**config.mk**
```make
export PLATFORM = sky130hd
export DESIGN_NAME = rsmts_queue
export DESIGN_NICKNAME = d
export VERILOG_FILES = /design/src/rsmts_pkg.sv /design/src/rsmts_queue.sv
export SDC_FILE = /design/constraint.sdc
export NUM_CORES = 1
export LEC_CHECK = 0
export BUFFER_PORTS_ARGS = -buffer_cell sky130_fd_sc_hd__clkbuf_2
export CAP_MARGIN = 10
export CORE_MARGIN = 10
export CORE_UTILIZATION = 48
export DETAILED_ROUTE_END_ITERATION = 16
export GPL_ROUTABILITY_DRIVEN = 0
export PLACE_DENSITY = 0.81
export SYNTH_ARGS = -nofsm -noshare
export SYNTH_HDL_FRONTEND = slang
export SYNTH_SLANG_ARGS = --single-unit
```
**constraint.sdc**
```tcl
create_clock -name clk -period 1.2 [get_ports clk]
set_input_delay 0.12 -clock clk [delete_from_list [all_inputs] [get_ports clk]]
set_output_delay 0.12 -clock clk [all_outputs]
set_load 0.05 [all_outputs]
```
**src/rsmts_pkg.sv**
```systemverilog
`timescale 1ns / 1ps
// ----------------------------------------------------------------------------
// rsmts_pkg
// Shared types and constants for the strength index / moving average signal unit.
// ----------------------------------------------------------------------------
package rsmts_pkg;

  localparam int unsigned CFG_ADDR_BITS = 3;
  localparam int unsigned CFG_DATA_BITS = 7;
  localparam int unsigned COUNT_BITS    = 7;
  localparam int unsigned OUT_BITS      = 8;

  typedef enum logic [CFG_ADDR_BITS-1:0] {
    REG_RSI_PERIOD        = 3'd0,
    REG_MA_PERIOD         = 3'd1,
    REG_MIN_HISTORY       = 3'd2,
    REG_STRONG_BUY_LEVEL  = 3'd3,
    REG_BUY_LEVEL         = 3'd4,
    REG_STRONG_SELL_LEVEL = 3'd5,
    REG_SELL_LEVEL        = 3'd6
  } reg_idx_t;

  typedef struct packed {
    logic [5:0] rsi_period;
    logic [5:0] ma_period;
    logic [5:0] min_history;
    logic [6:0] strong_buy_level;
    logic [6:0] buy_level;
    logic [6:0] strong_sell_level;
    logic [6:0] sell_level;
  } cfg_t;

  localparam cfg_t CFG_RESET = '{
    rsi_period:        6'd14,
    ma_period:         6'd20,
    min_history:       6'd14,
    strong_buy_level:  7'd30,
    buy_level:         7'd40,
    strong_sell_level: 7'd70,
    sell_level:        7'd60
  };

  typedef enum logic [1:0] {
    KIND_NEUTRAL = 2'd0,
    KIND_FULL    = 2'd1,
    KIND_RATIO   = 2'd2
  } kind_t;

  typedef enum logic [2:0] {
    SIG_HOLD        = 3'd0,
    SIG_STRONG_BUY  = 3'd1,
    SIG_BUY         = 3'd2,
    SIG_SELL        = 3'd3,
    SIG_STRONG_SELL = 3'd4
  } sig_t;

  localparam logic [6:0] IDX_NEUTRAL_VAL = 7'd50;
  localparam logic [6:0] IDX_FULL_VAL    = 7'd100;
  localparam logic [COUNT_BITS-1:0] COUNT_MAX = 7'd127;

endpackage

```
**src/rsmts_queue.sv**
```systemverilog
`timescale 1ns / 1ps
// ----------------------------------------------------------------------------
// rsmts_queue
// Two-entry queue of series summaries between front and back.
// ----------------------------------------------------------------------------
module rsmts_queue import rsmts_pkg::*; #(
  parameter int unsigned WIDTH = 8
) (
  input  logic             clk,
  input  logic             rst,
  input  logic             push,
  input  logic [WIDTH-1:0] wr_data,
  input  logic             pop,
  output logic [WIDTH-1:0] rd_data,
  output logic             full,
  output logic             empty
);

  logic [WIDTH-1:0] mem [2];
  logic             wr_ptr;
  logic             rd_ptr;
  logic [1:0]       count;

  assign full    = count == 2'd2;
  assign empty   = count == 2'd0;
  assign rd_data = mem[rd_ptr];

  always_ff @(posedge clk) begin
    if (push) begin
      mem[wr_ptr] <= wr_data;
    end
  end

  always_ff @(posedge clk) begin
    if (rst) begin
      wr_ptr <= 1'b0;
      rd_ptr <= 1'b0;
      count  <= 2'd0;
    end else begin
      if (push) begin
        wr_ptr <= !wr_ptr;
      end
      if (pop) begin
        rd_ptr <= !rd_ptr;
      end
      if (push && !pop) begin
        count <= count + 2'd1;
      end else if (pop && !push) begin
        count <= count - 2'd1;
      end
    end
  end

endmodule

```
# [Word-level counts from Yosys, hierarchy flattened]
# Memories as Yosys holds them, arrays and structs flattened. A register that Yosys moved wholly into a read port is not among the register bits.
# Index checks and enable logic that the tools add are counted.
[totals] memories=1 wordCells=21 regBits=4 inputBits=12 ram_bits=16 latch_bits=0 out_inout_bits=10 mem_bits_ro=0
[classes] n_eq_ne=1 n_lt_le_gt_ge=0 reduce_logical=8 n_addsub=2 n_mux=6 n_shift=0 n_mul=0 bitwise_logic=0 div_mod_pow=0
[memory_table] memory="mem" depth=2 word_bits=8 read_ports=1 rd_ports_with_merged_regs=1 write_ports=1 line="rsmts_queue.sv:19" rtl="logic [WIDTH-1:0] mem [2];"
[ops] op="zero test 1 bit" count=4
[ops] op="two-way mux 1 bit" count=4
[ops] op="two-way mux 2 bit" count=2
[ops] op="adder 2 x 1 -> 2 bit, second input constant" count=1
[ops] op="== test 2 bit, second input constant" count=1
[ops] op="logical AND 1 bit" count=2
[ops] op="zero test 2 bit" count=1
[ops] op="nonzero test 2 bit" count=1
[ops] op="subtractor 2 x 1 -> 2 bit, second input constant" count=1

# [Depth between registers and ports, before layout]
[depth] ltp_word=4 depth_mapped=5 mapped_depth_nobuf=5

# [Least setup slack after synthesis]
# No wires, ideal clock.
[synth_path] path_kind="register to output" startpoint="reg count[0]" endpoint="out empty" path_stages_with_launch=2 slack_ns=0.089 t_arrival_ns=0.991 n_path_buf=0 required_time_ns=1.080 cell_sequence="dfxtp_1 -> nor2_1"
[synth_between] elab_chain_cells=1
[synth_lines] element="from (decl)" line="rsmts_queue.sv:22" rtl="logic [1:0] count;"
[synth_lines] element="from (signal assigned)" line="rsmts_queue.sv:47" rtl="count <= count + 2'd1;"
[synth_lines] element="from (signal assigned)" line="rsmts_queue.sv:49" rtl="count <= count - 2'd1;"
[synth_lines] element="zero test 2 bit" line="rsmts_queue.sv:25" rtl="assign empty = count == 2'd0;"
[synth_lines] element="to (decl)" line="rsmts_queue.sv:16" rtl="output logic empty"
# Every way passes these cells.

==> metrics.cfg <==
[synthesis]
synth_area_um2 = 783
yosysWarnings = 0
synthesis.nets = 60
synth-seq-cells = 21
syn_inst = 47
yosys.cell_types.count = 15
avgSynthCellArea_um2 = 16.7
ys_seq_area_share_pct = 74.1

[detailed_routing]
drc = 0
wl_met3_um = 107
wl_per_cell_um = 17.2
dr_total_vias = 490
drtPass1Iterations = 2
ant_nets = 0
wl_met2_um = 932
drt_iter0_markers = 3
wl_mm = 1.70
vias_per_cell = 4.95
highest_layer = met4
met1_length_um = 640

[global_route]
grt_pass1_wl_mm = 2.40
grt_max_degree = 12
grt_usage_pct = 8.96
grt-ovfl-total = 0
antenna_found_initial = 0
grt_pass1_vias = 505

[timing]
tightest_slew_ns = 0.229
slew_headroom_pct = 84.6
worst_slack_ns = -0.204
slew_viol_final = 0
skew_ns = 0.00514
final.setup.tns_ns = -1.49
clock.fmax_mhz = 712
grt_setup_unrepaired = true
whs_ns = 0.0249
finalHoldViolCount = 0
period_minus_slack_ns = 1.40
period_share_pct = 117
setup_viol = 8

[finish]
diodes = 0
nets = 97
finish.utilization_pct = 80.6
final_common_cell = edfxtp_1
layout_common_cells = edfxtp_1, clkbuf_2, mux2_4, dlygate4sd3_1
syn_to_final_growth_pct = 56.9
fillers = 80
drive_gt1_share_pct = 48.2

[floorplan]
die_h_um = 60.4
dieArea_mm2 = 0.00365
core_area_mm2 = 0.00152
initial_utilization_pct = 51.4
pin_count = 22
die_width_um = 60.4
rows = 14

[worst_hold_path]
hold_class = primary input to flip-flop

[job]
maxCapViolCount = 0

[setup_path]
crit_path_cell_trace = buf_12, mux2_4, clkbuf_16
arrival_ns = 1.28
slowest_stage = dfxtp_2
cp-start-kind = flip-flop
critPathTopFamily = flip-flops
crit_fanout = 8
worstSetupPathType = flip-flop to primary output
worst-endpoint-required_ns = 1.08
endpoint_kind = primary output
critPathBufInv = 2
slowest_delay_ns = 0.36

[pwr]
cellPowerDensity_mw_per_mm2 = 1410
power_uw = 1730
p_leak_uw = 0.000518
peakVddDrop_mv = 0.929

[clock_tree]
clkTransAtPathRegs_ns = 0.11
cts_buffers = 3
clk_latency_ns = 0.30
clock_sinks = 21
cts.path.max_buffers = 2
h-tree-depth = 1
cts_tree = done
cts_root_buffer = clkbuf_4

[place]
dp_hpwl_mm = 1.08
dp_slack_ns = 0.0415
io_buffers = 21

[outcome]
violations = negative setup slack
status = finished with violations

-- synth_stat cells --
master	instances	area (um2)
nor2_1	5	18.8
mux2_2	8	90.1
and2_1	1	6.26
xnor2_1	2	17.5
ha_1	1	12.5
inv_1	1	3.75
dfxtp_1	5	100
a21oi_1	1	5.00
and2b_2	1	8.76
buf_2	1	5.00
xor2_1	2	17.5
nor2b_1	1	6.26
edfxtp_1	16	480
o21ai_0	1	5.00
or3_1	1	6.26
-- cells by family (layout without fill, tap and decap cells) --
| group | count (synthesis) | in the layout | synth area share (%) |
|---|---|---|---|
| AOI/OAI and AO/OA | 2 | 2 | 1.28 |
| xor gates and xnor gates | 4 | 4 | 4.47 |
| adders and majority gates | 1 | 1 | 1.60 |
| buffers and inverters | 2 | 38 | 1.12 |
| DFF | 21 | 21 | 74.1 |
| muxes | 8 | 8 | 11.5 |
| and+or+nand+nor | 9 | 9 | 5.91 |
-- layer usage --
layer  GRT usage [%]  up-vias
li1                -      243
met1            9.98      232
met2            15.3       13
met3            2.92        2
met4            3.85        0
met5               0        -
-- report_power, final --
group          internal [uW]  switching (uW)  total (uW)
logic                    259             269         528
registers                841            25.6         867
clock network            130             205         335
total                   1230             500        1730
-- repair_timing --
action / 4_1_cts / 5_1_grt
pin swaps: 0 / 1
hold endpoints to repair: 2 / 14
hold buffers: 1 / 7
gates cloned: 0 / 0
setup buffers: 1 / 0
gates resized for setup: 33 / 6
setup endpoints to repair: 9 / 11
-- worst paths after layout --
kind         slack (ns)  cells after the start    endpoint      start
max               -0.20                      3  rd_data[7]  flip-flop
min                0.02                      2    count[1]        rst
max reg2reg        0.07                      4    count[1]   count[0]
min reg2reg        0.52                      2   flip-flop     rd_ptr
-- stage by stage --
stage / area [um2] / cells
after detailed placement: 938 / 86
after CTS: 1150 / 92
after global placement: 938 / 86
after global routing: 1230 / 99
after floorplan: 783 / 47
final: 1230 / 99
-- layout make-up --
type                            count  area, um2  share of cell area, %
Timing Repair Buffer               33        368                   29.9
Inverter                            1       3.75                  0.305
Multi-Input combinational cell     24        228                   18.5
Clock buffer                        4       26.3                   2.14
Tap cell                           16       20.0                   1.63
Sequential cell                    21        583                   47.5
-- registers in the layout (all words and copies together) (netlist names), named ones only --
| signal | cells |
|---|---|
| count | 2 |
| mem | 16 |
| rd_ptr | 1 |
| wr_ptr | 1 |
-- worst register-to-register path, cell delays in order, from the launching register on --
cell     delay [ns]
dfxtp_2        0.35
buf_4          0.14
xor2_1         0.15
or3_1          0.32
a21oi_2        0.12
No activity file was read; power rests on OpenSTA's default activity.
