### src/rsmts_pkg.sv
`timescale 1ns / 1ps
// ----------------------------------------------------------------------------
// rsmts_pkg
// Shared types and constants for the strength index / moving average signal unit.
// ----------------------------------------------------------------------------
package rsmts_pkg;

  localparam int unsigned CFG_ADDR_BITS = 3;
  localparam int unsigned CFG_DATA_BITS = 7;
  localparam int unsigned COUNT_BITS    = 7;
  localparam int unsigned OUT_BITS      = 8;

  typedef enum logic [CFG_ADDR_BITS-1:0] {
    REG_RSI_PERIOD        = 3'd0,
    REG_MA_PERIOD         = 3'd1,
    REG_MIN_HISTORY       = 3'd2,
    REG_STRONG_BUY_LEVEL  = 3'd3,
    REG_BUY_LEVEL         = 3'd4,
    REG_STRONG_SELL_LEVEL = 3'd5,
    REG_SELL_LEVEL        = 3'd6
  } reg_idx_t;

  typedef struct packed {
    logic [5:0] rsi_period;
    logic [5:0] ma_period;
    logic [5:0] min_history;
    logic [6:0] strong_buy_level;
    logic [6:0] buy_level;
    logic [6:0] strong_sell_level;
    logic [6:0] sell_level;
  } cfg_t;

  localparam cfg_t CFG_RESET = '{
    rsi_period:        6'd14,
    ma_period:         6'd20,
    min_history:       6'd14,
    strong_buy_level:  7'd30,
    buy_level:         7'd40,
    strong_sell_level: 7'd70,
    sell_level:        7'd60
  };

  typedef enum logic [1:0] {
    KIND_NEUTRAL = 2'd0,
    KIND_FULL    = 2'd1,
    KIND_RATIO   = 2'd2
  } kind_t;

  typedef enum logic [2:0] {
    SIG_HOLD        = 3'd0,
    SIG_STRONG_BUY  = 3'd1,
    SIG_BUY         = 3'd2,
    SIG_SELL        = 3'd3,
    SIG_STRONG_SELL = 3'd4
  } sig_t;

  localparam logic [6:0] IDX_NEUTRAL_VAL = 7'd50;
  localparam logic [6:0] IDX_FULL_VAL    = 7'd100;
  localparam logic [COUNT_BITS-1:0] COUNT_MAX = 7'd127;

endpackage

### src/rsmts_back.sv
`timescale 1ns / 1ps
// ----------------------------------------------------------------------------
// rsmts_back
// Three-stage decision pipeline: classify, cross-multiply, compare and select.
// ----------------------------------------------------------------------------
module rsmts_back import rsmts_pkg::*; #(
  parameter int unsigned PRICE_BITS = 32
) (
  input  logic                  clk,
  input  logic                  rst,
  input  cfg_t                  cfg,
  input  logic                  q_empty,
  input  logic [PRICE_BITS+5:0] q_gain,
  input  logic [PRICE_BITS+5:0] q_loss,
  input  logic [PRICE_BITS+5:0] q_close_total,
  input  logic [PRICE_BITS-1:0] q_price,
  input  logic [COUNT_BITS-1:0] q_count,
  output logic                  pop,
  output logic                  out_valid,
  input  logic                  out_ready,
  output sig_t                  out_signal
);

  localparam int unsigned TOT_BITS  = PRICE_BITS + 6;
  localparam int unsigned SUM_BITS  = PRICE_BITS + 7;
  localparam int unsigned G100_BITS = PRICE_BITS + 13;
  localparam int unsigned PROD_BITS = PRICE_BITS + 14;

  logic advance;

  // stage 1
  logic                  v1;
  logic                  hist_ok1;
  kind_t                 kind1;
  logic [5:0]            m1;
  logic [PRICE_BITS-1:0] price1;
  logic [TOT_BITS-1:0]   ct1;
  logic [SUM_BITS-1:0]   gl1;
  logic [G100_BITS-1:0]  g100_1;

  // stage 2
  logic                  v2;
  logic                  hist_ok2;
  logic [TOT_BITS-1:0]   ma_lhs2;
  logic [TOT_BITS-1:0]   ma_rhs2;
  logic [G100_BITS-1:0]  idx_lhs2;
  logic [PROD_BITS-1:0]  sb_rhs2;
  logic [PROD_BITS-1:0]  b_rhs2;
  logic [PROD_BITS-1:0]  ss_rhs2;
  logic [PROD_BITS-1:0]  s_rhs2;

  kind_t                 kind_c;
  logic [5:0]            m_c;
  sig_t                  sig_c;
  logic                  under;
  logic                  over;

  assign advance = !out_valid || out_ready;
  assign pop     = advance && !q_empty;

  always_comb begin
    if (q_count <= {1'b0, cfg.rsi_period}) begin
      kind_c = KIND_NEUTRAL;
    end else if (q_loss == '0) begin
      kind_c = KIND_FULL;
    end else begin
      kind_c = KIND_RATIO;
    end
    m_c = ({1'b0, cfg.ma_period} < q_count) ? cfg.ma_period : q_count[5:0];
  end

  always_ff @(posedge clk) begin
    if (advance) begin
      hist_ok1 <= q_count >= {1'b0, cfg.min_history};
      kind1    <= kind_c;
      m1       <= m_c;
      price1   <= q_price;
      ct1      <= q_close_total;
      gl1      <= SUM_BITS'(q_gain) + SUM_BITS'(q_loss);
      g100_1   <= G100_BITS'(q_gain) * G100_BITS'(IDX_FULL_VAL);
    end
  end

  always_ff @(posedge clk) begin
    if (advance) begin
      hist_ok2 <= hist_ok1;
      if (m1 == '0) begin
        ma_lhs2 <= TOT_BITS'(price1);
        ma_rhs2 <= '0;
      end else begin
        ma_lhs2 <= TOT_BITS'(price1) * TOT_BITS'(m1);
        ma_rhs2 <= ct1;
      end
      case (kind1)
        KIND_NEUTRAL: idx_lhs2 <= G100_BITS'(IDX_NEUTRAL_VAL);
        KIND_FULL:    idx_lhs2 <= G100_BITS'(IDX_FULL_VAL);
        default:      idx_lhs2 <= g100_1;
      endcase
      if (kind1 == KIND_RATIO) begin
        sb_rhs2 <= PROD_BITS'(gl1) * PROD_BITS'(cfg.strong_buy_level);
        b_rhs2  <= PROD_BITS'(gl1) * PROD_BITS'(cfg.buy_level);
        ss_rhs2 <= PROD_BITS'(gl1) * PROD_BITS'(cfg.strong_sell_level);
        s_rhs2  <= PROD_BITS'(gl1) * PROD_BITS'(cfg.sell_level);
      end else begin
        sb_rhs2 <= PROD_BITS'(cfg.strong_buy_level);
        b_rhs2  <= PROD_BITS'(cfg.buy_level);
        ss_rhs2 <= PROD_BITS'(cfg.strong_sell_level);
        s_rhs2  <= PROD_BITS'(cfg.sell_level);
      end
    end
  end

  always_comb begin
    under = ma_lhs2 < ma_rhs2;
    over  = ma_lhs2 > ma_rhs2;
    sig_c = SIG_HOLD;
    if (hist_ok2) begin
      if (under && (PROD_BITS'(idx_lhs2) < sb_rhs2)) begin
        sig_c = SIG_STRONG_BUY;
      end else if (under && (PROD_BITS'(idx_lhs2) < b_rhs2)) begin
        sig_c = SIG_BUY;
      end else if (over && (PROD_BITS'(idx_lhs2) > ss_rhs2)) begin
        sig_c = SIG_STRONG_SELL;
      end else if (over && (PROD_BITS'(idx_lhs2) > s_rhs2)) begin
        sig_c = SIG_SELL;
      end
    end
  end

  always_ff @(posedge clk) begin
    if (advance) begin
      out_signal <= sig_c;
    end
  end

  always_ff @(posedge clk) begin
    if (rst) begin
      v1        <= 1'b0;
      v2        <= 1'b0;
      out_valid <= 1'b0;
    end else if (advance) begin
      v1        <= !q_empty;
      v2        <= v1;
      out_valid <= v2;
    end
  end

endmodule

### config.mk
export PLATFORM = sky130hd
export DESIGN_NAME = rsmts_back
export DESIGN_NICKNAME = d
export VERILOG_FILES = /design/src/rsmts_pkg.sv /design/src/rsmts_back.sv
export SDC_FILE = /design/constraint.sdc
export NUM_CORES = 2
export LEC_CHECK = 0
export BUFFER_PORTS_ARGS = -buffer_cell sky130_fd_sc_hd__buf_4
export CORE_ASPECT_RATIO = 0.9
export CORE_MARGIN = 2
export CORE_UTILIZATION = 45
export CTS_CLUSTER_DIAMETER = 50
export DETAILED_ROUTE_END_ITERATION = 8
export GPL_ROUTABILITY_DRIVEN = 0
export PLACE_DENSITY_LB_ADDON = 0.05
export SKIP_LAST_GASP = 1
export SYNTH_ARGS = -nofsm -noshare
export SYNTH_HDL_FRONTEND = slang
export SYNTH_SLANG_ARGS = --single-unit
export TNS_END_PERCENT = 5
### constraint.sdc
create_clock -name clk -period 20.7 [get_ports clk]
set_input_delay 4.14 -clock clk [delete_from_list [all_inputs] [get_ports clk]]
set_output_delay 4.14 -clock clk [all_outputs]
set_load 0.005 [all_outputs]
# Word-level counts from Yosys, hierarchy flattened
# Index checks and enable logic that the tools add are counted.
totals:
  reg_bits: 473
  in_bits: 203
  output_inout_bits: 5
  wordCells: 70
op_classes:
  addsub: 1
  mul: 6
  magnitude_cmp: 9
  n_eq_ne: 2
  mux: 12
  bitwise_logic: 1
  n_reduce_logical: 13
op_table:
  columns: ["cell", "count"]
  rows:
  - ["$mul 39x7->46", 4]
  - ["$gt 45x46->1", 2]
  - ["$lt 45x46->1", 2]
  - ["$pmux 45 s2", 1]
  - ["$mul 38x5->43 const B", 1]
  - ["$add 38x38->39", 1]
  - ["$gt 38x38->1", 1]
  - ["$logic_not 38->1", 1]
  - ["$lt 38x38->1", 1]
  - ["$mul 32x6->38", 1]
  - ["$mux 32", 1]
  - ["$mux 7", 4]
  - ["$ge 7x6->1", 1]
  - ["$le 7x6->1", 1]
  - ["$lt 6x7->1", 1]
  - ["$logic_not 6->1", 1]
  - ["$mux 2", 3]
  - ["$mux 6", 1]
  - ["$logic_and 1x1->1", 5]
  - ["$mux 3", 1]
  - ["$reduce_or 3->1", 1]
  - ["$eq 2x1->1 const B", 1]
  - ["$eq 2x2->1 const B", 1]
  - ["$logic_not 1->1", 2]
  - ["5 further kinds", 5]

# Longest topological paths before layout
depth:
  ltp_word: 6
  ltp_mapped: 23
  ltp_nobuf: 21

# Worst setup path after synthesis
# Ideal clock, no wire load.
synth_timing:
  path_kind: "input to register"
  startpoint: "input port out_ready"
  endpoint: "register b_rhs2[0] (enable)"
  setup_ns: 0.816
  arrival_time_ns: 13.267
  slack_ns: 6.616
  stages: 2
  path_buffers: 0
  cell_sequence: "nor2b_1 inv_1"
synth_via:
  elab_chain_len: 1
synth_lines:
  columns: ["item", "line", "rtl"]
  rows:
  - ["start, declared", "rsmts_back.sv:20", "input logic out_ready,"]
  - ["$logic_or 1x1->1", "rsmts_back.sv:58", "assign advance = !out_valid || out_ready;"]
  - ["end signal, assigned", "rsmts_back.sv:101", "b_rhs2 <= PROD_BITS'(gl1) * PROD_BITS'(cfg.buy_level);"]
  - ["end signal, assigned", "rsmts_back.sv:106", "b_rhs2 <= PROD_BITS'(cfg.buy_level);"]
  - ["end, declared", "rsmts_back.sv:48", "logic [PROD_BITS-1:0] b_rhs2;"]
# No other way between the ends.
# A chain may end at the register's enable or synchronous reset.

# Worst setup path after layout
layout_timing:
  startpoint: "input port cfg[13] (netlist name)"
  endpoint: "register ss_rhs2[40] (data pin)"
layout_via:
  elab_chain_len: 1
layout_lines:
  columns: ["item", "line", "rtl"]
  rows:
  - ["start, declared", "rsmts_back.sv:11", "input cfg_t cfg,"]
  - ["$mul 39x7->46", "rsmts_back.sv:102", "ss_rhs2 <= PROD_BITS'(gl1) * PROD_BITS'(cfg.strong_sell_level);"]
  - ["end signal, assigned", "rsmts_back.sv:102", null]
  - ["end signal, assigned", "rsmts_back.sv:107", "ss_rhs2 <= PROD_BITS'(cfg.strong_sell_level);"]
  - ["end, declared", "rsmts_back.sv:49", "logic [PROD_BITS-1:0] ss_rhs2;"]
# No other way between the ends.

==> impl_metrics.py <==
metrics = {
    "route": {
        "dr.first_iter.drc_count": 3746,
        "avgViaCountPerCell": 5.378,
        "routed_wl_um": 193500,
        "final_antenna_net_count": 0,
        "wl_met1_um": 85170,
        "met2_length_um": 90330,
        "routed.top_layer": "met5",
        "drc": 0,
        "wire_per_inst_um": 21.04,
        "met3_length_um": 12600,
        "drtPass1Iterations": 6,
        "num_vias": 49450,
    },
    "layout": {
        "nNetsFinal": 8947,
        "final_common_cell": "inv_1",
        "postLayoutCoreUtil_pct": 49.07,
        "syn_to_final_growth_pct": 8.559,
        "seq_area_um2": 14140,
        "layout_common_cells": "1228 x inv_1, 919 x and2_1, 891 x fa_1, 690 x ha_1, 664 x nand2_1",
        "drive_gt1_share_pct": 6.028,
        "fillers": 14260,
        "multiInputGateArea_um2": 47070,
    },
    "setup_path": {
        "worst_ep_arrival_time_ns": 10.27,
        "reg2reg_slack_ns": 13.94,
        "endpoint_kind": "flip-flop",
        "critPathKind": "input pin to flip-flop",
        "path_max_fanout": 40,
        "required_ns": 21.20,
        "start_kind": "input pin",
    },
    "clocking": {
        "ctsHoldBuffers": 0,
        "cts_resized": 0,
        "cts_root_buf": "clkbuf_16",
        "cts.clk_slew.worst_paths_ns": 0.05,
        "insertion_delay_ns": 0.67,
        "cts_made_buffers": 68,
        "post_cts_buffers": 0,
        "clockBufferDepth": 3,
        "cts.sink_count": 472,
        "cts.htree.levels": 3,
        "cts_tree": "done",
    },
    "die": {
        "dieHeight_um": 369.6,
        "row_count": 134,
        "initial_core_util_pct": 45.21,
        "dieArea_um2": 151700,
        "core_um2": 147900,
        "die_width_um": 410.3,
        "ios": 208,
    },
    "synthesis": {
        "synth.distinct_cells": 83,
        "syn_inst": 7102,
        "yosys.area.top_type_share_pct": 26.68,
        "postSynthAreaPerCell_um2": 9.413,
        "syn_area_um2": 66850,
        "synth_area_leaders": "fa_1 27%, edfxtp_1 21%, ha_1 13%",
        "yosysSeqAreaShare_pct": 21.16,
        "ys_ff_latch": 472,
        "synth-main-ff-cell": "edfxtp_1",
        "synth_edf_count": 469,
        "synth_warnings": 0,
        "synth_area_leader_cell": "fa_1",
        "syn_nets": 8886,
        "synthArstFlopShare_pct": 0,
    },
    "grt": {
        "grt_use_total_pct": 26.22,
        "grt_max_degree": 156,
        "grt_pass1_wl_um": 302200,
        "antenna_found_initial": 33,
        "grt_overflow": 0,
        "grt_pass1_vias": 51450,
    },
    "timing": {
        "slew_headroom_pct": 24.69,
        "skew_ns": 0.03338,
        "rsz0062_at_grt": "no",
        "setup_viol": 0,
        "fin_crit_sh_pct": 47.19,
        "fin_setup_tns_ns": 0,
        "drv_slew": 0,
        "max_freq_mhz": 102.4,
        "timing.final.crit_period_ns": 9.769,
        "timing.final.hold_violations": 0,
        "worstMarginPinSlew_ns": 1.130,
    },
    "place": {
        "detailed_place_hpwl_um": 141800,
        "io_buffers": 207,
    },
    "outcome": {
        "status": "finished clean",
    },
    "hold_path": {
        "hp-class": "flip-flop to flip-flop",
    },
    "run": {
        "maxCapViolations": 0,
    },
}
## area by class of cell
class | count | share of cell area, %
Clock inverter | 46 | 0.5983
Inverter | 1229 | 6.367
Sequential cell | 472 | 19.49
Clock buffer | 77 | 2.450
Antenna cell | 8 | 0.02759
Timing Repair Buffer | 268 | 2.807
Tap cell | 1972 | 3.400
Multi-Input combinational cell | 5124 | 64.86
## worst max-delay path: stages
cell	delay [ns]
buf_4	0.43
nand2_1	0.16
fa_1	0.54
fa_1	0.55
inv_1	0.06
fa_1	0.54
inv_1	0.06
fa_1	0.54
inv_1	0.04
ha_1	0.35
a211oi_1	0.39
o21ai_0	0.19
a31oi_1	0.21
o211ai_1	0.23
o2111ai_2	0.44
a311oi_1	0.28
nor3_2	0.36
o21ai_1	0.14
a211o_1	0.30
o21ai_1	0.09
mux2i_1	0.19
## path summary, 6_finish.rpt
| path | cells after the start | to | start |
|---|---|---|---|
| max | 21 | ss_rhs2[40]$_SDFFCE_PP0N_ | cfg[13] |
| min | 2 | out_valid$_SDFFE_PP0N_ | v2$_SDFFE_PP0N_ |
| max reg2reg | 19 | s_rhs2[45]$_SDFFCE_PP0N_ | gl1[0]$_DFFE_PN_ |
| min reg2reg | 2 | out_valid$_SDFFE_PP0N_ | v2$_SDFFE_PP0N_ |
## cell usage after synthesis (all sizes together), types with 11 or more instances
cell,n
fa,891
nor2b,53
xor2,114
inv,1229
o21a,46
nand2b,57
nand3,56
edfxtp,469
nor2,298
o21ai,197
a21o,239
a21oi,319
ha,690
nor3,47
or2,13
and2,919
a221oi,11
a31oi,28
a211o,11
or3,12
nand4,68
o31ai,12
and3,23
nand2,664
nor4,22
o21bai,34
a2111oi,12
xnor2,131
a211oi,39
clkbuf,274
## through the flow
stage | instance area [µm²] | hold WS (ns) | instances | worst slack (ns)
after floorplan | 66850 | 0.4003 | 7102 | 6.616
after global placement | 70340 | 0.4606 | 9065 | 10.34
after detailed placement | 70340 | 0.4582 | 9065 | 10.31
after CTS | 72550 | 0.4823 | 9188 | 10.97
after global routing | 72550 | 0.5137 | 9188 | 10.44
final | 72570 | 0.4763 | 9196 | 10.93
## registers in the layout, indices dropped and copies added, names as in the netlist, 39 cells and up
register	count
b_rhs2	46
g100_1	43
gl1	39
idx_lhs2	44
s_rhs2	46
sb_rhs2	46
ss_rhs2	46
## kinds of logic after synthesis
logic type               after synthesis  synth area share, %
AO/OA/AOI/OAI                       1026                9.935
AND/OR/NAND/NOR                     2262                17.48
multiplexers                          10               0.1610
adder cells (fa/ha/maj)             1581                39.60
buffers and inverters               1506                8.460
flip-flops                           472                21.16
XOR/XNOR                             245                3.210
## layer usage
metal | global-route usage (%) | up-vias
met5 | 0 | -
met4 | 6.879 | 8
met3 | 4.958 | 253
met2 | 42.93 | 1299
met1 | 35.64 | 24930
li1 | - | 22960
Power is not shown: default switching activity piles up to over one toggle a cycle in this logic, so the estimate is an artifact.
