### src/rsmts_pkg.sv
`timescale 1ns / 1ps
// ----------------------------------------------------------------------------
// rsmts_pkg
// Shared types and constants for the strength index / moving average signal unit.
// ----------------------------------------------------------------------------
package rsmts_pkg;

  localparam int unsigned CFG_ADDR_BITS = 3;
  localparam int unsigned CFG_DATA_BITS = 7;
  localparam int unsigned COUNT_BITS    = 7;
  localparam int unsigned OUT_BITS      = 8;

  typedef enum logic [CFG_ADDR_BITS-1:0] {
    REG_RSI_PERIOD        = 3'd0,
    REG_MA_PERIOD         = 3'd1,
    REG_MIN_HISTORY       = 3'd2,
    REG_STRONG_BUY_LEVEL  = 3'd3,
    REG_BUY_LEVEL         = 3'd4,
    REG_STRONG_SELL_LEVEL = 3'd5,
    REG_SELL_LEVEL        = 3'd6
  } reg_idx_t;

  typedef struct packed {
    logic [5:0] rsi_period;
    logic [5:0] ma_period;
    logic [5:0] min_history;
    logic [6:0] strong_buy_level;
    logic [6:0] buy_level;
    logic [6:0] strong_sell_level;
    logic [6:0] sell_level;
  } cfg_t;

  localparam cfg_t CFG_RESET = '{
    rsi_period:        6'd14,
    ma_period:         6'd20,
    min_history:       6'd14,
    strong_buy_level:  7'd30,
    buy_level:         7'd40,
    strong_sell_level: 7'd70,
    sell_level:        7'd60
  };

  typedef enum logic [1:0] {
    KIND_NEUTRAL = 2'd0,
    KIND_FULL    = 2'd1,
    KIND_RATIO   = 2'd2
  } kind_t;

  typedef enum logic [2:0] {
    SIG_HOLD        = 3'd0,
    SIG_STRONG_BUY  = 3'd1,
    SIG_BUY         = 3'd2,
    SIG_SELL        = 3'd3,
    SIG_STRONG_SELL = 3'd4
  } sig_t;

  localparam logic [6:0] IDX_NEUTRAL_VAL = 7'd50;
  localparam logic [6:0] IDX_FULL_VAL    = 7'd100;
  localparam logic [COUNT_BITS-1:0] COUNT_MAX = 7'd127;

endpackage

### src/rsmts_front.sv
`timescale 1ns / 1ps
// ----------------------------------------------------------------------------
// rsmts_front
// Takes closes one per cycle while the queue is not full, keeps the running sums
// and pushes a series summary into the queue on the last close.
// ----------------------------------------------------------------------------
module rsmts_front import rsmts_pkg::*; #(
  parameter int unsigned PRICE_BITS = 32
) (
  input  logic                    clk,
  input  logic                    rst,
  input  logic                    in_valid,
  output logic                    in_ready,
  input  logic [PRICE_BITS-1:0]   close_price,
  input  logic [PRICE_BITS-1:0]   current_price,
  input  logic                    last_close,
  input  cfg_t                    cfg,
  input  logic                    q_full,
  output logic                    push,
  output logic [PRICE_BITS+5:0]   push_gain,
  output logic [PRICE_BITS+5:0]   push_loss,
  output logic [PRICE_BITS+5:0]   push_close_total,
  output logic [PRICE_BITS-1:0]   push_price,
  output logic [COUNT_BITS-1:0]   push_count
);

  localparam int unsigned TOT_BITS = PRICE_BITS + 6;

  logic [PRICE_BITS-1:0] previous_close;
  logic [COUNT_BITS-1:0] close_count;
  logic [TOT_BITS-1:0]   gain_total;
  logic [TOT_BITS-1:0]   loss_total;
  logic [TOT_BITS-1:0]   close_total;

  logic [TOT_BITS-1:0]   gain_total_next;
  logic [TOT_BITS-1:0]   loss_total_next;
  logic [TOT_BITS-1:0]   close_total_next;
  logic [COUNT_BITS-1:0] close_count_next;
  logic [PRICE_BITS-1:0] change;
  logic                  falling;
  logic                  in_rsi;
  logic                  in_ma;
  logic                  accept;

  assign in_ready = !q_full;
  assign accept   = in_valid && in_ready;

  // newer close minus older close: older close here is the incoming one
  assign falling  = previous_close > close_price;
  assign change   = falling ? (previous_close - close_price) : (close_price - previous_close);
  assign in_rsi   = (close_count != '0) && (close_count <= {1'b0, cfg.rsi_period});
  assign in_ma    = close_count < {1'b0, cfg.ma_period};

  always_comb begin
    gain_total_next  = gain_total;
    loss_total_next  = loss_total;
    close_total_next = close_total;
    if (in_rsi && falling) begin
      gain_total_next = gain_total + TOT_BITS'(change);
    end
    if (in_rsi && !falling) begin
      loss_total_next = loss_total + TOT_BITS'(change);
    end
    if (in_ma) begin
      close_total_next = close_total + TOT_BITS'(close_price);
    end
    close_count_next = (close_count == COUNT_MAX) ? close_count : close_count + 7'd1;
  end

  always_ff @(posedge clk) begin
    if (rst) begin
      previous_close <= '0;
      close_count    <= '0;
      gain_total     <= '0;
      loss_total     <= '0;
      close_total    <= '0;
    end else if (accept) begin
      if (last_close) begin
        previous_close <= '0;
        close_count    <= '0;
        gain_total     <= '0;
        loss_total     <= '0;
        close_total    <= '0;
      end else begin
        previous_close <= close_price;
        close_count    <= close_count_next;
        gain_total     <= gain_total_next;
        loss_total     <= loss_total_next;
        close_total    <= close_total_next;
      end
    end
  end

  assign push             = accept && last_close;
  assign push_gain        = gain_total_next;
  assign push_loss        = loss_total_next;
  assign push_close_total = close_total_next;
  assign push_price       = current_price;
  assign push_count       = close_count_next;

endmodule

### config.mk
export PLATFORM = sky130hd
export DESIGN_NAME = rsmts_front
export DESIGN_NICKNAME = d
export VERILOG_FILES = /design/src/rsmts_pkg.sv /design/src/rsmts_front.sv
export SDC_FILE = /design/constraint.sdc
export NUM_CORES = 1
export LEC_CHECK = 0
export ABC_AREA = 0
export ABC_CLOCK_PERIOD_IN_PS = 8380
export BUFFER_PORTS_ARGS = -buffer_cell sky130_fd_sc_hd__buf_2
export CELL_PAD_IN_SITES_DETAIL_PLACEMENT = 1
export CELL_PAD_IN_SITES_GLOBAL_PLACEMENT = 2
export CORE_UTILIZATION = 36
export DETAILED_ROUTE_END_ITERATION = 6
export HOLD_SLACK_MARGIN = 0.1
export PLACE_DENSITY = 0.92
export RECOVER_POWER = 100
export SLEW_MARGIN = 20
export SYNTH_ARGS = -nofsm -noshare
export SYNTH_HDL_FRONTEND = slang
export SYNTH_SLANG_ARGS = --single-unit
export TNS_END_PERCENT = 50
### constraint.sdc
create_clock -name clk -period 8.38 [get_ports clk]
set_input_delay 0.838 -clock clk [delete_from_list [all_inputs] [get_ports clk]]
set_output_delay 0.838 -clock clk [all_outputs]
set_load 0.005 [all_outputs]
# Word-level counts from Yosys, hierarchy flattened
# Index checks and enable logic that the tools add are counted.
[op_classes]
add_sub_neg = 6
eq_ne = 1
muxes = 10
n_bitwise = 0
n_lt_le_gt_ge = 3
n_shift = 0
n_reduce_logical = 8
n_div = 0
n_mul = 0
[ops]
columns = ["cell", "n"]
rows = [
  ["2-to-1 mux 38 bit", 6],
  ["adder 38 x 32 -> 38 bit", 3],
  ["2-to-1 mux 32 bit", 2],
  ["subtractor 32 bit", 2],
  ["greater-than comparator 32 bit", 1],
  ["2-to-1 mux 7 bit", 2],
  ["adder 7 x 1 -> 7 bit (second input constant)", 1],
  ["== test 7 bit (second input constant)", 1],
  ["<= comparator 7 x 6 -> 1 bit", 1],
  ["< comparator 7 x 6 -> 1 bit", 1],
  ["nonzero test 7 bit", 1],
  ["logical AND 1 bit", 5],
  ["zero test 1 bit", 2],
]
[totals]
out_inout_bits = 155
mem_bits_ro = 0
ram_bits = 0
n_memories = 0
latchBits = 0
input_bits = 115
ff_bits = 153
elab_cells = 33

# Depth between registers and ports, before layout
# Gate-level depths: netlist of the first run.
[logic_depth]
depth_word = 5
depth_mapped = 27
depth_no_buf = 23

# Worst setup path after synthesis of the first run
# OpenSTA, ideal clock, no wires.
[synth_timing]
kind = "input to output"
startpoint = "input port close_price[0]"
endpoint = "output port push_gain[21]"
path_buffers = 2
required_time_ns = 7.542
cell_stages = 22
setup_slack_ns = 2.198
t_arrival_ns = 5.344
path_cell_list = "ha_1 -> inv_1 -> fa_1 -> a21oi_1 -> o211ai_2 -> o211ai_2 -> a21boi_4 -> o21ai_4 -> clkbuf_1 -> clkbuf_1 -> nor2_1 -> a21oi_1 -> xor2_1 -> ha_1 -> or4_1 -> o21ai_0 -> a21oi_1 -> a211oi_4 -> o21bai_1 -> a2111oi_0 -> and4b_1 -> mux2_2"
[synth_between]
elab_chain_len = 4
elab_cells_between_ends = 7
classes_between = "add/sub: 3; order compare: 1; mux: 2; reduce/logical: 1"
[synth_rtl]
columns = ["element", "line", "rtl"]
rows = [
  ["start: declaration", "rsmts_front.sv:14", "input logic [PRICE_BITS-1:0] close_price,"],
  ["subtractor 32 bit or greater-than comparator 32 bit (tied branches)", "rsmts_front.sv:50, rsmts_front.sv:49", ""],
  ["2-to-1 mux 32 bit", "rsmts_front.sv:50", "assign change = falling ? (previous_close - close_price) : (close_price - previous_close);"],
  ["adder 38 x 32 -> 38 bit", "rsmts_front.sv:59", "gain_total_next = gain_total + TOT_BITS'(change);"],
  ["2-to-1 mux 38 bit (*)", "rsmts_front.sv:58", "if (in_rsi && falling) begin"],
  ["end: declaration", "rsmts_front.sv:20", "output logic [PRICE_BITS+5:0] push_gain,"],
]
# Mark *: on every way between the ends. The rest lies on a longest branch, timed or not.

# Worst setup path in the final report of the first run
[layout_timing]
startpoint = "input port close_price[18]"
endpoint = "output port push_gain[36]"
# Same word-level chain as after synthesis.

==> results.yml, run 1 <==
outcome:
  outcome: "complete, but fails checks"
  failed_checks: "capacitance limit, slew limit"
logic_synthesis:
  synthArstFlopShare_pct: 0
  synth_commonest_cells: "234 x nand2_1, 190 x nor2_1, 183 x a21oi_1, 174 x ha_1, 153 x dfxtp_1"
  synthDistinctLibCells: 88
  syn_area_sq_um: 16300
  yosysTopAreaCellShare_pct: 18.8
  yosysWarnings: 0
  synth.area.top_cells: "dfxtp_1 19%, ha_1 13%, a21oi_1 5.6%"
  postSynthCellCount: 2165
  avgSynthCellArea_sq_um: 7.52
  ys.flop_type: "dfxtp_1"
  synth_fp_nets: 2459
  ys_ff_latch: 153
  yosysSeqAreaShare_pct: 18.8
  yosysMostFrequentCell: "nand2_1"
  synthDominantAreaCellType: "dfxtp_1"
  synth_edf_count: 0
timing:
  finalSetupViolCount: 0
  fmax_mhz: 127
  tightest_slew_ns: 3.33
  fin_tns_setup_ns: 0
  relSlewSlack_pct: -122
  fin_crit_ns: 7.89
  finalClockSkew_ns: 0.0172
  slew_violations: 237
  grt_setup_unrepaired: "false"
  hold_viol_final: 0
  setup_ws_ns: 0.491
  post-route-period-util_pct: 94.1
finish:
  fin_area_sq_um: 17700
  layout.nets: 2520
  area_delta_synth_final_pct: 8.73
  drive_gt1_share_pct: 9.74
  antenna_cells: 0
die:
  start_util_pct: 36.6
  die_h_microns: 215
  die_w_microns: 215
  coreArea_sq_um: 44400
  dieArea_sq_um: 46100
  io_pins: 270
  row_count: 77
global_routing:
  grt_usage_pct: 24.5
  grt_pass1_wl_microns: 90900
  first_global_vias: 16900
  grt_max_degree: 74
  antenna_found_initial: 0
  grt_overflow_total: 0
detailed_routing:
  drtAntennaViolNets: 0
  vias_per_cell: 5.82
  drtPass1Iterations: 5
  remaining_drc_errors: 0
  drtIter0Drc: 878
  totalWireLength_microns: 57600
  num_vias: 16500
  drt-wirelength-per-cell_microns: 20.3
power_and_ir_drop:
  totalPowerFinal_uw: 2310
  p_sw_uw: 861
  max-vdd-ir-drop_uv: 110
  comb_power_share_pct: 33.6
  clkPwrFrac_pct: 34.0
  p_int_uw: 1450
  powerDensity_nw_per_um2: 131
  seqPwrFrac_pct: 32.4
  sw_frac_of_total_pct: 37.2
  leakage_uw: 0.00816
cts:
  htree_levels: 4
  clk_latency_ns: 0.47
  cts_hold_buf: 0
  clkSlewWorstSetupHoldPaths_ns: 0.07
  ctsResizeCount: 0
  tritoncts: "built"
  clock-root-buffer: "clkbuf_16"
  cts_made_buffers: 17
  clock_path_buffers: 2
  cts_setup_buffers: 0
  numClockSinks: 153
critical_path:
  crit_required_ns: 7.54
  crit_arrival_ns: 7.05
  crit_type: "in -> out"
  critPathLaunchType: "input port"
  cp-end-kind: "output port"
  critPathMaxFanout: 13
place:
  hpwl_microns: 44600
  portBuffers: 171
  placed_area_sq_um: 17300
  finalWeightedCongestion: 0.922
  post-place-ws_ns: 0.725
worst_hold_path:
  worstHoldPathType: "reg -> reg"
job:
  drv_cap: 5
power groups by stage:
stage | clock network, uW | logic [uW] | registers (uW)
final | 787 | 778 | 749
after global routing | 828 | 852 | 750
after CTS | 804 | 779 | 749
after detailed placement | 0 | 772 | 766
after global placement | 0 | 747 | 764
after floorplan | 0 | 556 | 762
flip-flops by register name (all words and copies together), names as in the netlist:
name            count
close_count         7
previous_close     32
close_total        38
gain_total         38
loss_total         38
through the flow:
| stage | util, % | instances | hold slack, ns |
|---|---|---|---|
| after CTS | 40.2 | 2831 | 0.499 |
| after floorplan | - | 2165 | 0.446 |
| after detailed placement | 38.9 | 2799 | 0.489 |
| after global routing | 39.8 | 2831 | 0.515 |
| after global placement | 38.9 | 2799 | 0.465 |
| final | 39.8 | 2831 | 0.497 |
cell type report:
cell class | instances | area [sq um]
fillers | 5523 | 26700
multi-input cells | 1735 | 11900
flip-flops and latches | 153 | 3060
repair buffers | 200 | 970
well taps | 592 | 741
inverters | 119 | 447
clock buffers | 21 | 440
clock inverters | 11 | 124
worst max-delay path, stage by stage:
cell       delay (ns)
clkbuf_1         0.20
inv_1            0.10
ha_1             0.52
nand2_1          0.16
o21ai_1          0.32
a211oi_1         0.15
o21ai_2          0.40
o21a_1           0.56
mux2_2           0.40
a211oi_1         0.32
xnor2_1          0.28
ha_1             0.44
o211ai_1         0.13
o21ai_0          0.21
nand2_1          0.11
a211oi_1         0.40
o2111ai_1        0.20
nand3b_1         0.18
a2111o_1         0.39
nand3_1          0.16
xnor2_1          0.36
clkbuf_2         0.19
cell usage in the layout (no fill, tap or decap), types with 35 or more instances in the layout:
cell type / count
a21oi_1: 185
xnor2_1: 77
nand4_1: 42
ha_1: 174
nor2_1: 189
nand2_1: 234
a21o_1: 103
dfxtp_1: 153
inv_1: 119
nand3_1: 41
xor2_1: 59
a22oi_1: 45
o21ai_0: 86
a31oi_1: 35
clkbuf_1: 63
buf_2: 115
nor3_1: 62
cell families (layout without fill, tap and decap cells):
| family | count (synthesis) | count (layout) | share of synthesized area (%) |
|---|---|---|---|
| muxes | 58 | 58 | 4.03 |
| buffers and inverters | 277 | 351 | 7.73 |
| and+or+nand+nor | 665 | 665 | 18.5 |
| xor gates and xnor gates | 136 | 136 | 7.32 |
| AOI/OAI and AO/OA | 697 | 697 | 29.6 |
| adders and majority gates | 179 | 179 | 14.0 |
| DFF | 153 | 153 | 18.8 |
routing by layer:
layer | GRT usage (%) | wire [microns]
met1 | 31.7 | 26800
met3 | 3.13 | 2170
met5 | 0 | 0
met2 | 42.5 | 27500
met4 | 6.48 | 1110
path summary, 6_finish.rpt:
check,start,end,slack (ns),depth (start not counted)
setup / recovery,close_price[18],push_gain[36],0.49,22
hold / removal,close_total[30],close_total[30],0.50,2
setup reg to reg,previous_close[18],loss_total[35],1.92,21
hold reg to reg,close_total[30],close_total[30],0.50,2
No activity file was read; power rests on OpenSTA's default activity.
==> run 2: changes to the inputs <==
CORE_ASPECT_RATIO = 0.75   (was default)
==> run 2 against run 1 <==
  * The run still ends with capacitance limit, slew limit left
  * Sequential power barely moved
  * Critical path depth rose by 1
  * Flip-flop and latch count did not move
  * Wire length rose by 2.2%
  * First-iteration DRC count rose by 13%
  * Via count rose by 0.25%
  * Combinational power barely moved
  * Clock skew fell by 0.0037 ns
  * Critical endpoint is now push_loss[32]
  * Largest power group unchanged
==> results.yml, run 2 (synthesized netlist as in run 1, its figures left out) <==
timing:
  relSlewSlack_pct: -152
  tightest_slew_ns: 3.77
  fin_crit_ns: 7.89
  hold_viol_final: 0
  post-route-period-util_pct: 94.2
  finalClockSkew_ns: 0.0135
  grt_setup_unrepaired: "false"
  fmax_mhz: 127
  fin_tns_setup_ns: 0
  whs_ns: 0.495
  slew_violations: 268
  finalSetupViolCount: 0
die:
  coreArea_sq_um: 44600
  row_count: 67
  dieArea_sq_um: 46100
  die_h_microns: 186
  die_w_microns: 247
  io_pins: 270
  start_util_pct: 36.5
critical_path:
  path_cells: "clkbuf_1 -> inv_1 -> ha_1 -> nand2_1 -> nor2_1 -> and3_1 -> nand4_1 -> o21ai_4 -> buf_4 -> nor2_1 -> a31o_2 -> xnor2_1 -> ha_1 -> a32o_1 -> o31a_1 -> nor3b_1 -> o21ai_4 -> a31oi_2 -> o21a_1 -> o211a_1 -> nor2_1 -> xor2_1 -> clkbuf_2"
  critPathLaunchType: "input port"
  cp-end-kind: "output port"
  critPathMaxFanout: 23
  critPathBufInv: 4
  crit_required_ns: 7.54
  crit_type: "in -> out"
  crit_arrival_ns: 7.05
  cp_slowest_cell: "ha_1"
  crit_path_frequent_cell: "nor2_1"
  cp_top_family: "compound AO/OA/AOI/OAI gates"
  critPathMaxStageDelay_ns: 0.49
cts:
  numClockSinks: 153
  clock_path_buffers: 2
  cts_made_buffers: 17
  ctsResizeCount: 0
  cts_setup_buffers: 0
  tritoncts: "built"
  clk_latency_ns: 0.47
  htree_levels: 4
  clock-root-buffer: "clkbuf_16"
  cts_hold_buf: 0
  clkSlewWorstSetupHoldPaths_ns: 0.06
finish:
  layout_common_cells: "233 x nand2_1, 189 x nor2_1, 184 x a21oi_1"
  largestRegisters: "close_total (38), gain_total (38), loss_total (38)"
  fin_area_sq_um: 17800
  final_common_cell: "nand2_1"
  antenna_cells: 0
  area_delta_synth_final_pct: 9.66
  drive_gt1_share_pct: 10.4
  num-fill-cells: 5654
  layout.nets: 2535
global_routing:
  grt_max_degree: 82
  antenna_found_initial: 1
  grt_pass1_wl_microns: 91200
  first_global_vias: 16300
  grt_usage_pct: 25.2
  grt_overflow_total: 0
detailed_routing:
  num_vias: 16500
  drtAntennaViolNets: 0
  vias_per_cell: 5.82
  totalWireLength_microns: 58800
  drt-wirelength-per-cell_microns: 20.7
  drtIter0Drc: 990
  remaining_drc_errors: 0
  drtPass1Iterations: 7
power_and_ir_drop:
  leakage_uw: 0.00823
  comb_power_share_pct: 33.0
  p_int_uw: 1480
  p_sw_uw: 889
  seqPwrFrac_pct: 31.6
  max-vdd-ir-drop_uv: 165
  powerDensity_nw_per_um2: 133
  clkPwrFrac_pct: 35.3
  sw_frac_of_total_pct: 37.5
job:
  drv_cap: 6
place:
  hpwl_microns: 45100
  placed_area_sq_um: 17400
  finalWeightedCongestion: 0.957
  portBuffers: 171
outcome:
  failed_checks: "capacitance limit, slew limit"
  outcome: "complete, but fails checks"
worst_hold_path:
  worstHoldPathType: "reg -> reg"
-- run 2: cell types whose count changed in the layout (fill, tap and decap cells not counted), sizes merged --
cell,previous run,this run
buf,134,142
clkinvlp,3,4
clkinv,5,4
inv,120,121
clkbuf,87,93
-- run 2: through the flow --
step	total power, uW	setup slack [ns]	utilization (%)	instances
5_1_grt	2490	0.116	40.0	2840
3_5_place_dp	1540	0.707	39.0	2808
3_3_place_gp	1520	0.800	39.0	2808
2_1_floorplan	1320	2.20	-	2165
6_report	2370	0.489	40.0	2840
4_1_cts	2390	0.644	40.4	2840
-- run 2: power groups by stage --
stage | clock network (uW) | registers [uW] | logic (uW)
detailed placement | 0 | 766 | 779
global route | 882 | 750 | 857
floorplan | 0 | 762 | 556
CTS | 856 | 749 | 784
global placement | 0 | 764 | 756
finish | 836 | 749 | 781
-- run 2: final timing paths --
check | start | endpoint | cells after the start | slack, ns
hold / removal | loss_total[27] | loss_total[27] | 1 | 0.49
setup reg to reg | previous_close[0] | loss_total[33] | 26 | 1.95
hold reg to reg | loss_total[27] | loss_total[27] | 1 | 0.49
setup / recovery | close_price[27] | push_loss[32] | 23 | 0.49
-- run 2: area by class of cell --
class | count | area (sq um) | area share (%)
multi-input cells | 1735 | 11900 | 66.9
flip-flops and latches | 153 | 3060 | 17.2
repair buffers | 215 | 1060 | 5.97
well taps | 586 | 733 | 4.11
clock buffers | 20 | 457 | 2.56
inverters | 119 | 447 | 2.50
clock inverters | 12 | 143 | 0.799
-- run 2: routing by layer --
layer | global-route usage, % | up-vias | routed length (microns)
met5 | 0 | - | 0
met4 | 7.34 | 0 | 1290
met3 | 4.61 | 62 | 2940
met2 | 39.5 | 381 | 25900
met1 | 35.1 | 8130 | 28700
li1 | - | 7942 | -
